`config.mk`:
```
export PLATFORM = sky130hd
export DESIGN_NAME = cpu_debug_step_controller
export DESIGN_NICKNAME = d
export VERILOG_FILES = /design/src/rtl/dsc_pkg.sv /design/src/rtl/dsc_input_stage.sv /design/src/rtl/dsc_step_core.sv /design/src/rtl/cpu_debug_step_controller.sv
export SDC_FILE = /design/constraint.sdc
export NUM_CORES = 1
export LEC_CHECK = 0
export BUFFER_PORTS_ARGS = -buffer_cell sky130_fd_sc_hd__buf_2
export CORE_MARGIN = 2
export CORE_UTILIZATION = 45
export CTS_CLUSTER_SIZE = 14
export DETAILED_ROUTE_END_ITERATION = 16
export GPL_TIMING_DRIVEN = 0
export PLACE_DENSITY_LB_ADDON = 0.12
export REMOVE_ABC_BUFFERS = 1
export SETUP_SLACK_MARGIN = 0.15
export SYNTH_ARGS = -nofsm -noshare
export SYNTH_HDL_FRONTEND = slang
export SYNTH_SLANG_ARGS = --single-unit
```
`constraint.sdc`:
```
create_clock -name clk -period 13.3 [get_ports clk]
set_input_delay 0.665 -clock clk [delete_from_list [all_inputs] [get_ports clk]]
set_output_delay 0.665 -clock clk [all_outputs]
set_load 0.02 [all_outputs]
```
`src/rtl/dsc_pkg.sv`:
```
// Package for the CPU debug step controller.
// Holds mode and operation codes, opcode constants, item types and bank lookup.
// No dependencies.
package dsc_pkg;

  localparam int InDataWidth  = 208;
  localparam int OutDataWidth = 32;

  localparam logic [2:0] OP_CHECK    = 3'd0;
  localparam logic [2:0] OP_CONTINUE = 3'd1;
  localparam logic [2:0] OP_PAUSE    = 3'd2;
  localparam logic [2:0] OP_INTO     = 3'd3;
  localparam logic [2:0] OP_OVER     = 3'd4;
  localparam logic [2:0] OP_OUT      = 3'd5;

  localparam logic [2:0] MODE_RUN        = 3'd0;
  localparam logic [2:0] MODE_PAUSE      = 3'd1;
  localparam logic [2:0] MODE_INTO       = 3'd2;
  localparam logic [2:0] MODE_OVER       = 3'd3;
  localparam logic [2:0] MODE_OUT_RUN    = 3'd4;
  localparam logic [2:0] MODE_OUT_OVER   = 3'd5;
  localparam logic [2:0] MODE_OUT_RETURN = 3'd6;

  localparam logic [7:0] OPC_JSR = 8'h20;
  localparam logic [7:0] OPC_RTS = 8'h60;
  localparam logic [7:0] OPC_RTI = 8'h40;
  localparam logic [7:0] OPC_WAI = 8'hcb;

  localparam logic [15:0] RAM_WINDOW_BASE = 16'ha000;
  localparam logic [15:0] ROM_WINDOW_BASE = 16'hc000;
  localparam logic [15:0] JSR_LENGTH      = 16'd3;
  localparam logic [15:0] WAI_LENGTH      = 16'd1;

  typedef struct packed {
    logic [2:0]  operation;
    logic [15:0] pc;
    logic [7:0]  ram_bank;
    logic [7:0]  rom_bank;
    logic [7:0]  opcode;
    logic        irq_disable;
    logic        cpu_waiting;
    logic [15:0] stack_word_one;
    logic [15:0] stack_word_two;
    logic [63:0] clock_ticks;
    logic [31:0] retired_instructions;
    logic [31:0] step_count;
  } item_t;

  typedef struct packed {
    logic        paused;
    logic [2:0]  next_mode;
    logic [15:0] target_address;
    logic [7:0]  target_bank_out;
  } result_t;

  function automatic logic [7:0] bank_of(input logic [15:0] addr,
                                         input logic [7:0] ram,
                                         input logic [7:0] rom);
    logic [7:0] bank;
    if (addr < RAM_WINDOW_BASE) begin
      bank = 8'd0;
    end else if (addr < ROM_WINDOW_BASE) begin
      bank = ram;
    end else begin
      bank = rom;
    end
    return bank;
  endfunction

endpackage

```
`src/rtl/dsc_input_stage.sv`:
```
// Input register of the debug step controller.
// Unpacks the stream transaction into an item and holds it until the core takes it.
// Depends on dsc_pkg.
module dsc_input_stage import dsc_pkg::*; (
  input  logic                   clk,
  input  logic                   rst,
  input  logic                   s_axis_tvalid,
  output logic                   s_axis_tready,
  input  logic [InDataWidth-1:0] s_axis_tdata,
  input  logic [2:0]             s_axis_tuser,
  input  logic                   take,
  output logic                   item_valid,
  output item_t                  item
);

  item_t item_next;

  assign s_axis_tready = !item_valid || take;

  always_comb begin
    item_next.operation            = s_axis_tuser;
    item_next.pc                   = s_axis_tdata[15:0];
    item_next.ram_bank             = s_axis_tdata[23:16];
    item_next.rom_bank             = s_axis_tdata[31:24];
    item_next.opcode               = s_axis_tdata[39:32];
    item_next.irq_disable          = s_axis_tdata[40];
    item_next.cpu_waiting          = s_axis_tdata[41];
    item_next.stack_word_one       = s_axis_tdata[57:42];
    item_next.stack_word_two       = s_axis_tdata[73:58];
    item_next.clock_ticks          = s_axis_tdata[137:74];
    item_next.retired_instructions = s_axis_tdata[169:138];
    item_next.step_count           = s_axis_tdata[201:170];
  end

  always_ff @(posedge clk) begin
    if (rst) begin
      item_valid <= 1'b0;
    end else if (s_axis_tready) begin
      item_valid <= s_axis_tvalid;
    end
  end

  always_ff @(posedge clk) begin
    if (s_axis_tvalid && s_axis_tready) begin
      item <= item_next;
    end
  end

endmodule

```
`src/rtl/dsc_step_core.sv`:
```
// Step state and decision logic of the debug step controller.
// Holds mode, start counts and target; updates them when an item is taken.
// Depends on dsc_pkg.
module dsc_step_core import dsc_pkg::*; (
  input  logic    clk,
  input  logic    rst,
  input  logic    take,
  input  item_t   item,
  output result_t result
);

  logic [2:0]  mode;
  logic [63:0] start_clock;
  logic [31:0] start_instructions;
  logic        start_irq_flag;
  logic [15:0] target_pc;
  logic [7:0]  target_bank;
  logic [31:0] instruction_goal;

  logic [2:0]  mode_next;
  logic [63:0] start_clock_next;
  logic [31:0] start_instructions_next;
  logic        start_irq_flag_next;
  logic [15:0] target_pc_next;
  logic [7:0]  target_bank_next;
  logic [31:0] instruction_goal_next;
  logic        paused;

  logic [7:0]  cur_bank;
  logic        exited;
  logic        same;
  logic        at_target;
  logic [31:0] retired_delta;
  logic        goal_reached;
  logic        is_jsr;
  logic        is_rts;
  logic        is_rti;
  logic        is_wai;
  logic [15:0] jsr_return;
  logic [15:0] wai_return;
  logic [15:0] stack_return;
  logic [7:0]  stack_bank;

  assign cur_bank      = bank_of(item.pc, item.ram_bank, item.rom_bank);
  assign exited        = start_irq_flag && !item.irq_disable;
  assign same          = item.irq_disable == start_irq_flag;
  assign at_target     = (item.pc == target_pc) && (cur_bank == target_bank);
  assign retired_delta = item.retired_instructions - start_instructions;
  assign goal_reached  = retired_delta >= instruction_goal;
  assign is_jsr        = item.opcode == OPC_JSR;
  assign is_rts        = item.opcode == OPC_RTS;
  assign is_rti        = item.opcode == OPC_RTI;
  assign is_wai        = item.opcode == OPC_WAI;
  assign jsr_return    = item.pc + JSR_LENGTH;
  assign wai_return    = item.pc + WAI_LENGTH;
  assign stack_return  = is_rts ? (item.stack_word_one + 16'd1) : item.stack_word_two;
  assign stack_bank    = bank_of(stack_return, item.ram_bank, item.rom_bank);

  always_comb begin
    mode_next               = mode;
    start_clock_next        = start_clock;
    start_instructions_next = start_instructions;
    start_irq_flag_next     = start_irq_flag;
    target_pc_next          = target_pc;
    target_bank_next        = target_bank;
    instruction_goal_next   = instruction_goal;
    paused                  = 1'b0;

    case (item.operation)
      OP_CHECK: begin
        case (mode)
          MODE_PAUSE: begin
            paused = 1'b1;
          end
          MODE_INTO: begin
            if (instruction_goal != 32'd0) begin
              if (goal_reached) begin
                instruction_goal_next = 32'd0;
                mode_next             = MODE_PAUSE;
                paused                = 1'b1;
              end
            end else if (!item.cpu_waiting && (start_clock != item.clock_ticks)) begin
              mode_next = MODE_PAUSE;
              paused    = 1'b1;
            end
          end
          MODE_OVER: begin
            if (exited || (!item.cpu_waiting && same && at_target)) begin
              mode_next = MODE_PAUSE;
              paused    = 1'b1;
            end
          end
          MODE_OUT_RUN: begin
            if (exited) begin
              mode_next = MODE_PAUSE;
              paused    = 1'b1;
            end else if (same) begin
              if (is_jsr) begin
                mode_next        = MODE_OUT_OVER;
                target_pc_next   = jsr_return;
                target_bank_next = cur_bank;
              end else if (is_rts || is_rti) begin
                mode_next        = MODE_OUT_RETURN;
                target_pc_next   = stack_return;
                target_bank_next = stack_bank;
              end
            end
          end
          MODE_OUT_OVER: begin
            if (exited) begin
              mode_next = MODE_PAUSE;
              paused    = 1'b1;
            end else if (same && at_target) begin
              mode_next = MODE_OUT_RUN;
              paused    = 1'b1;
            end
          end
          MODE_OUT_RETURN: begin
            if (exited || (same && at_target)) begin
              mode_next = MODE_PAUSE;
              paused    = 1'b1;
            end
          end
          default: begin
          end
        endcase
      end
      OP_CONTINUE: begin
        mode_next               = MODE_RUN;
        start_clock_next        = item.clock_ticks;
        start_instructions_next = item.retired_instructions;
        start_irq_flag_next     = 1'b1;
      end
      OP_PAUSE: begin
        mode_next = MODE_PAUSE;
      end
      OP_INTO: begin
        mode_next               = MODE_INTO;
        start_clock_next        = item.clock_ticks;
        start_instructions_next = item.retired_instructions;
        start_irq_flag_next     = item.irq_disable;
        instruction_goal_next   = item.step_count;
      end
      OP_OVER: begin
        start_clock_next        = item.clock_ticks;
        start_instructions_next = item.retired_instructions;
        start_irq_flag_next     = item.irq_disable;
        if (is_jsr || is_wai) begin
          mode_next        = MODE_OVER;
          target_pc_next   = is_jsr ? jsr_return : wai_return;
          target_bank_next = cur_bank;
        end else begin
          mode_next             = MODE_INTO;
          instruction_goal_next = 32'd0;
        end
      end
      OP_OUT: begin
        start_clock_next    = item.clock_ticks;
        start_irq_flag_next = item.irq_disable;
        if (is_jsr) begin
          mode_next        = MODE_OUT_OVER;
          target_pc_next   = jsr_return;
          target_bank_next = cur_bank;
        end else if (is_rts || is_rti) begin
          mode_next        = MODE_OUT_RETURN;
          target_pc_next   = stack_return;
          target_bank_next = stack_bank;
        end else begin
          mode_next = MODE_OUT_RUN;
        end
      end
      default: begin
      end
    endcase

    if (item.operation != OP_CHECK) begin
      paused = mode_next == MODE_PAUSE;
    end
  end

  assign result.paused          = paused;
  assign result.next_mode       = mode_next;
  assign result.target_address  = target_pc_next;
  assign result.target_bank_out = target_bank_next;

  always_ff @(posedge clk) begin
    if (rst) begin
      mode               <= MODE_RUN;
      start_clock        <= 64'd0;
      start_instructions <= 32'd0;
      start_irq_flag     <= 1'b1;
      target_pc          <= 16'd0;
      target_bank        <= 8'd0;
      instruction_goal   <= 32'd0;
    end else if (take) begin
      mode               <= mode_next;
      start_clock        <= start_clock_next;
      start_instructions <= start_instructions_next;
      start_irq_flag     <= start_irq_flag_next;
      target_pc          <= target_pc_next;
      target_bank        <= target_bank_next;
      instruction_goal   <= instruction_goal_next;
    end
  end

endmodule

```
`src/rtl/cpu_debug_step_controller.sv`:
```
// Top level of the CPU debug step controller.
// Input register, step core and result register; depends on dsc_pkg,
// dsc_input_stage and dsc_step_core.
//
//   channel  | direction | contents
//   s_axis   | in        | tuser: operation; tdata: boundary snapshot and step count
//   m_axis   | out       | tdata: paused, next mode, target address and bank
//
// One transaction in and one out per cycle while m_axis_tready does not stall it.
// The decision for an item is made in the cycle it leaves the input register.
// Reset clears mode to run and both valid flags; no clearing pass.
// A stalled result holds the input register, which holds s_axis_tready low.
module cpu_debug_step_controller import dsc_pkg::*; (
  input  logic                    clk,
  input  logic                    rst,
  input  logic                    s_axis_tvalid,
  output logic                    s_axis_tready,
  // pc[15:0], ram_bank[23:16], rom_bank[31:24], opcode[39:32], irq_disable[40],
  // cpu_waiting[41], stack_word_one[57:42], stack_word_two[73:58],
  // clock_ticks[137:74], retired_instructions[169:138], step_count[201:170]
  input  logic [InDataWidth-1:0]  s_axis_tdata,
  // operation[2:0]
  input  logic [2:0]              s_axis_tuser,
  output logic                    m_axis_tvalid,
  input  logic                    m_axis_tready,
  // paused[0], next_mode[3:1], target_address[19:4], target_bank_out[27:20]
  output logic [OutDataWidth-1:0] m_axis_tdata
);

  logic    item_valid;
  item_t   item;
  result_t result;
  result_t held;
  logic    take;

  assign take = item_valid && (!m_axis_tvalid || m_axis_tready);

  dsc_input_stage u_input (
    .clk           (clk),
    .rst           (rst),
    .s_axis_tvalid (s_axis_tvalid),
    .s_axis_tready (s_axis_tready),
    .s_axis_tdata  (s_axis_tdata),
    .s_axis_tuser  (s_axis_tuser),
    .take          (take),
    .item_valid    (item_valid),
    .item          (item)
  );

  dsc_step_core u_core (
    .clk    (clk),
    .rst    (rst),
    .take   (take),
    .item   (item),
    .result (result)
  );

  always_ff @(posedge clk) begin
    if (rst) begin
      m_axis_tvalid <= 1'b0;
    end else if (take) begin
      m_axis_tvalid <= 1'b1;
    end else if (m_axis_tready) begin
      m_axis_tvalid <= 1'b0;
    end
  end

  always_ff @(posedge clk) begin
    if (take) begin
      held <= result;
    end
  end

  assign m_axis_tdata = {4'd0, held.target_bank_out, held.target_address,
                         held.next_mode, held.paused};

  a_paused_mode: assert property (@(posedge clk) disable iff (rst)
    m_axis_tvalid && held.paused |->
      (held.next_mode == MODE_PAUSE) || (held.next_mode == MODE_OUT_RUN))
    else $error("paused reported outside pause or out-run");

  a_mode_range: assert property (@(posedge clk) disable iff (rst)
    m_axis_tvalid |-> held.next_mode != 3'd7)
    else $error("unreachable mode reported");

  a_item_held: assert property (@(posedge clk) disable iff (rst)
    item_valid && !take |=> item_valid && $stable(item))
    else $error("input register lost an item");

  a_result_held: assert property (@(posedge clk) disable iff (rst)
    m_axis_tvalid && !m_axis_tready |=> $stable(held))
    else $error("result changed under stall");

  a_take_refills: assert property (@(posedge clk) disable iff (rst)
    take |=> m_axis_tvalid)
    else $error("taken item produced no result");

endmodule

```
==> impl_metrics.env, run 1 <==
export IMPL_netlist_instances=1936
export IMPL_final_nets=2419
export IMPL_gp_congestion=0.894
export IMPL_synth_edf_count=233
export IMPL_max_stage_delay_ns=0.44
export IMPL_post_cts_setup_buffers=0
export IMPL_cap_violations=0
export IMPL_top_layer="met4"
export IMPL_setup_tns_ns=0
export IMPL_cpMaxStageDelayCell="or4_1"
export IMPL_wl_met1_um=21900
export IMPL_synth_ff_type="edfxtp_1"
export IMPL_cts_root_buf="clkbuf_16"
export IMPL_antenna_found_initial=4
export IMPL_grt_pass1_vias=14351
export IMPL_num_io_pins=249
export IMPL_firstDrtPassIters=5
export IMPL_placed_cells=2629
export IMPL_worst_pin_slew_ns=1.34
export IMPL_grt_pass1_wl_um=76000
export IMPL_rsz0062_at_grt="no"
export IMPL_crit_cells=18
export IMPL_dieArea_mm2=0.0443
export IMPL_skew_ns=0.0212
export IMPL_wl_met2_um=22900
export IMPL_pwr_share_seq_pct=47.6
export IMPL_cp_cell_sequence="ha_1, a211o_1, or4_1, o211ai_1, o211ai_1, nand3_1, a31oi_1, or4_1, nand3_1, ha_1, nand2_1, a21oi_1, a211oi_1, a211oi_1, a31oi_1, a211oi_1, o31ai_1, nor2_1"
export IMPL_arrival_ns=5.49
export IMPL_cts_inserted_buffers=44
export IMPL_yosysUniqueCellTypes=75
export IMPL_dpl_hpwl_um=34200
export IMPL_syn2layout_area_growth_pct=17.0
export IMPL_rows=75
export IMPL_h_tree_depth=2
export IMPL_gr_total_overflow=0
export IMPL_routedWlPerCell_um=17.9
export IMPL_p_clk_share_pct=41.6
export IMPL_fillers=3818
export IMPL_dpl_worst_slack_ns=8.21
export IMPL_p_sw_share_pct=24.4
export IMPL_clock_sinks=391
export IMPL_crit_top_cell="a211oi_1"
export IMPL_min_delay_path_depth=1
export IMPL_postRouteAntennaNets=0
export IMPL_drcViolationCount=0
export IMPL_cpLargestDelayFamily="compound AO/OA/AOI/OAI gates"
export IMPL_worstPathRequired_ns=13.60
export IMPL_ys_seq_elements=391
export IMPL_layout_drive_gt1_share_pct=16.4
export IMPL_finalCritPeriodShare_pct=39.0
export IMPL_vias=14687
export IMPL_syn_area_mm2=0.0192
export IMPL_r2r_cells=18
export IMPL_path_max_fanout=4
export IMPL_yosysWarnings=0
export IMPL_portBuffers=238
export IMPL_crit_type="reg -> reg"
export IMPL_die_h_um=210
export IMPL_hold_path_class="in -> reg"
export IMPL_cts_resized=0
export IMPL_cp_end_kind="flip-flop"
export IMPL_outcome="finished clean"
export IMPL_slew_headroom_pct=10.6
export IMPL_hold_viol=0
export IMPL_fmax_mhz=193
export IMPL_power_density_mw_per_mm2=131
export IMPL_p_int_mw=2.22
export IMPL_whs_ns=0.272
export IMPL_period_minus_slack_ns=5.18
export IMPL_grt_max_degree=81
export IMPL_cts_tree="built"
export IMPL_async_flop_share_pct=0
export IMPL_ir_drop_v=0.000110
export IMPL_postSynthAreaPerCell_um2=9.90
export IMPL_clk_latency_ns=0.57
export IMPL_routed_wirelength_um=48600
export IMPL_finalNonFillerCells=2714
export IMPL_seq_area_frac_synth_pct=53.0
export IMPL_path_buf_inv=0
export IMPL_clk_pin_slew_ns=0.06
export IMPL_final_max_slew_viol_count=0
export IMPL_hold_buffers=0
export IMPL_clockBufferDepth=3
export IMPL_wl_met3_um=2450
export IMPL_die_w_um=210
export IMPL_netSwitchingPower_uw=717
export IMPL_worst_slack_ns=8.12
export IMPL_p_leak_nw=8.05
export IMPL_start_util_pct=45.6
export IMPL_setup_viol=0
export IMPL_routed_via_density=5.41
export IMPL_power_frac_comb_pct=10.8
export IMPL_grt_use_total_pct=21.7
export IMPL_worstSetupStartpointType="flip-flop"
export IMPL_p_total_mw=2.93
export IMPL_first_iter_violations=1011
export IMPL_core_area_mm2=0.0420
-- cells in the mapped netlist, drive strengths merged (7+ instances only) --
master / n / area share [%]
a211o: 10 / 0.46
a211oi: 21 / 0.82
a21boi: 7 / 0.27
a21o: 16 / 0.63
a21oi: 176 / 4.6
a221oi: 10 / 0.46
a31oi: 12 / 0.39
and3: 15 / 0.49
buf: 17 / 0.49
clkbuf: 84 / 1.6
dfxtp: 158 / 17
edfxtp: 233 / 36
ha: 67 / 4.4
inv: 91 / 1.8
mux2i: 36 / 1.9
nand2: 370 / 7.2
nand2b: 10 / 0.34
nand3: 29 / 0.76
nand3b: 9 / 0.35
nand4: 46 / 1.5
nor2: 100 / 2.0
nor2b: 8 / 0.26
nor3: 29 / 0.76
nor4: 25 / 0.82
o211ai: 20 / 0.84
o21a: 12 / 0.47
o21ai: 71 / 1.9
o31ai: 12 / 0.77
or4: 7 / 0.29
xnor2: 116 / 5.3
xor2: 33 / 1.5
-- worst paths after layout --
path                           startpoint  slack (ns)                            to
max                      u_input.item[40]        8.12               m_axis_tdata[1]
max reg2reg              u_input.item[40]        8.12               m_axis_tdata[1]
min                      s_axis_tdata[52]        0.27             u_input.item[154]
min reg2reg  u_core.start_instructions[2]        0.45  u_core.start_instructions[2]
-- layout make-up --
| cell class | instances | area, um^2 | area share, % |
|---|---|---|---|
| Clock buffer | 61 | 1250 | 5.56 |
| Inverter | 92 | 347 | 1.55 |
| Clock inverter | 20 | 218 | 0.971 |
| Tap cell | 539 | 674 | 3.01 |
| Antenna cell | 4 | 10.0 | 0.0446 |
| Timing Repair Buffer | 252 | 1460 | 6.51 |
| Sequential cell | 391 | 10200 | 45.3 |
| Multi-Input combinational cell | 1355 | 8310 | 37.1 |
-- state kept, by name (all words and copies together) (netlist names) --
name,cells
u_input.item,205
u_core.start_clock,64
u_core.instruction_goal,32
u_core.start_instructions,32
m_axis_tdata,28
u_core.target_pc,16
u_core.target_bank,8
u_core.mode,3
m_axis_tvalid,1
u_core.start_irq_flag,1
u_input.item_valid,1
-- kinds of logic (layout without fill, tap and decap cells) --
| logic type | after synthesis | count (layout) | share of synthesized area, % |
|---|---|---|---|
| multiplexers | 36 | 36 | 1.88 |
| flip-flops | 391 | 391 | 53.0 |
| adder cells (fa/ha/maj) | 70 | 70 | 4.58 |
| other | 1 | 8 | 0.0196 |
| AO/OA/AOI/OAI | 418 | 418 | 13.9 |
| XOR/XNOR | 149 | 149 | 6.81 |
| AND/OR/NAND/NOR | 678 | 678 | 15.9 |
| buffers and inverters | 193 | 425 | 3.94 |
-- placed cells by master (no fill, tap or decap), types with 36 or more instances in the layout --
cell and n:
dfxtp_1 158, a21oi_1 176, nand4_1 46, buf_2 237, xnor2_1 116, mux2i_1 36
nand2_1 370, clkbuf_16 45, nor2_1 100, ha_1 67, o21ai_0 67, edfxtp_1 233
inv_1 90
-- power groups by stage --
stage               clock network [mW]  registers, mW  logic [mW]
CTS                               1.26           1.40       0.319
floorplan                            0           1.42       0.202
global route                      1.30           1.40       0.355
detailed placement                   0           1.42       0.317
global placement                     0           1.43       0.303
finish                            1.22           1.40       0.317
-- per-layer routing --
layer | track usage [%] | vias to the layer above
li1 | - | 7278
met1 | 28.8 | 6946
met2 | 35.9 | 369
met3 | 3.34 | 94
met4 | 8.16 | 0
met5 | 0 | -
-- metrics by stage --
stage / utilization, % / area, um^2
6_report: 53.3 / 22400
5_1_grt: 53.3 / 22400
4_1_cts: 53.3 / 22400
3_5_place_dp: 49.8 / 20900
3_3_place_gp: 49.1 / 20600
2_1_floorplan: - / 18800
(Power assumes the default switching activity.)
==> run 2: changes to the inputs <==
Clock period 13.3 ns to 5.1 ns, I/O delays scaled along.
==> run 2 against run 1 <==
Compared with the run above: non-clock buffer count up 211; via count up 6.4%; clock skew about the same; highest routed layer unchanged; die area unchanged; register-to-register slack worse by 7.7 ns; clock power rose to 2.6 times the previous value; final area up 9.8%; worst hold slack worse by 0.11 ns; core utilization up 5.2 points; critical path type unchanged; combinational power rose to 3.1 times the previous value.
==> impl_metrics.env, run 2 (synthesis results as in run 1) <==
export IMPL_grt_pass1_vias=15516
export IMPL_arrival_ns=5.19
export IMPL_hold_path_class="in -> reg"
export IMPL_syn2layout_area_growth_pct=28.5
export IMPL_drcViolationCount=0
export IMPL_skew_ns=0.0211
export IMPL_vias=15632
export IMPL_cts_tree="built"
export IMPL_cts_inserted_buffers=44
export IMPL_dpl_hpwl_um=34200
export IMPL_gp_congestion=0.894
export IMPL_slew_headroom_pct=8.58
export IMPL_worst_pin_slew_ns=1.37
export IMPL_clk_pin_slew_ns=0.06
export IMPL_hold_start="rst"
export IMPL_finalNonFillerCells=2922
export IMPL_rsz0062_at_grt="yes"
export IMPL_grt_pass1_wl_um=80900
export IMPL_fmax_mhz=212
export IMPL_postRouteAntennaNets=0
export IMPL_rows=75
export IMPL_dieArea_mm2=0.0443
export IMPL_routed_via_density=5.35
export IMPL_gr_total_overflow=0
export IMPL_cts_root_buf="clkbuf_16"
export IMPL_die_w_um=210
export IMPL_outcome="finished clean"
export IMPL_routed_wirelength_um=52000
export IMPL_clock_sinks=391
export IMPL_final_nets=2630
export IMPL_final_common_cell="nand2_1"
export IMPL_first_iter_violations=952
export IMPL_grt_max_degree=81
export IMPL_hold_viol=0
export IMPL_cap_violations=0
export IMPL_start_util_pct=45.6
export IMPL_h_tree_depth=2
export IMPL_cp_end_kind="flip-flop"
export IMPL_dpl_cell_area_mm2=0.0209
export IMPL_final_cell_mix="370 x nand2_1, 237 x buf_2, 233 x edfxtp_1"
export IMPL_clk_latency_ns=0.57
export IMPL_die_h_um=210
export IMPL_cp_startpoint="u_input.item[32]"
export IMPL_ir_drop_v=0.000296
export IMPL_worstSetupStartpointType="flip-flop"
export IMPL_reg_top3="u_input.item: 205 flops, u_core.start_clock: 64 flops"
export IMPL_routedWlPerCell_um=17.8
export IMPL_portBuffers=238
export IMPL_stdcell_area_mm2=0.0246
export IMPL_fillers=3553
export IMPL_path_max_fanout=16
export IMPL_grt_use_total_pct=23.0
export IMPL_crit_type="reg -> reg"
export IMPL_layout_drive_gt1_share_pct=15.7
export IMPL_worstPathRequired_ns=5.59
export IMPL_clockBufferDepth=3
export IMPL_power_density_mw_per_mm2=318
export IMPL_largest_reg_flops=205
export IMPL_regToRegStartpoint="u_input.item[32]"
export IMPL_largest_register="u_input.item"
export IMPL_firstDrtPassIters=6
export IMPL_final_max_slew_viol_count=0
export IMPL_period_minus_slack_ns=4.71
export IMPL_placed_cells=2629
export IMPL_finalCritPeriodShare_pct=92.3
export IMPL_antenna_found_initial=0
export IMPL_core_area_mm2=0.0420
export IMPL_p_leak_nw=8.94
export IMPL_setup_viol=0
export IMPL_num_io_pins=249
-- run 2: worst paths after layout --
path,to,slack (ns),cells past startpoint
worst max-delay path,u_core.instruction_goal[2],0.39,22
worst max register to register,u_core.instruction_goal[2],0.39,22
worst min-delay path,u_core.mode[2],0.16,2
worst min register to register,u_core.start_instructions[2],0.45,2
-- run 2: stage by stage --
| stage | power [mW] | utilization [%] | TNS [ns] | setup WS (ns) | hold slack, ns |
|---|---|---|---|---|---|
| floorplan | 4.22 | - | -190.93 | -0.931 | 0.324 |
| global placement | 4.52 | 49.1 | -735.48 | -2.81 | 0.432 |
| detailed placement | 4.53 | 49.8 | 0 | 0.00846 | 0.433 |
| CTS | 7.89 | 58.3 | 0 | 0.160 | 0.116 |
| global route | 8.14 | 58.6 | 0 | 0.138 | 0.143 |
| finish | 7.83 | 58.6 | 0 | 0.392 | 0.162 |
-- run 2: layout make-up --
cell class                      count  area, um^2  share of cell area (%)
Multi-Input combinational cell   1355        8400                    34.1
Timing Repair Buffer              463        3580                    14.5
Antenna cell                        1        2.50                  0.0102
Clock inverter                     20         218                   0.884
Sequential cell                   391       10200                    41.3
Clock buffer                       61        1250                    5.06
Tap cell                          539         674                    2.74
Inverter                           92         347                    1.41
-- run 2: timing repair --
item	in CTS	in global routing
buffers inserted	1	2
hold buffers	207	0
hold endpoints to repair	207	0
cloned	0	1
endpoints found under the setup margin	34	37
gates resized for setup	5	15
pin swaps	4	8
-- run 2: layer usage --
metal / track usage (%) / up-vias / part of all wire (%)
met4: 8.26 / 0 / 2.8
met3: 3.56 / 98 / 4.8
met1: 29.5 / 7431 / 44
li1: - / 7712 / -
met5: 0 / - / 0
met2: 39.5 / 391 / 48
-- run 2: report_power, final --
group          switching, mW  leakage [nW]  internal, mW
clock                   1.29         0.718          1.92
combinational          0.515          4.68         0.468
sequential             0.125          3.55          3.52
total                   1.93          8.94          5.90
-- run 2: critical path: stages (launching register included) --
cell	delay (ns)
edfxtp_1	0.39
inv_1	0.08
ha_1	0.17
inv_1	0.06
fa_2	0.37
a211o_1	0.32
a21oi_2	0.21
nor4_1	0.10
a2111oi_1	0.45
o21ai_1	0.17
a21o_1	0.21
a21oi_1	0.17
xnor2_1	0.16
ha_1	0.17
a21oi_1	0.06
o21a_1	0.19
a2bb2oi_1	0.13
a211oi_2	0.23
a31oi_2	0.09
o211ai_1	0.21
and3_4	0.26
buf_12	0.19
mux2i_1	0.22
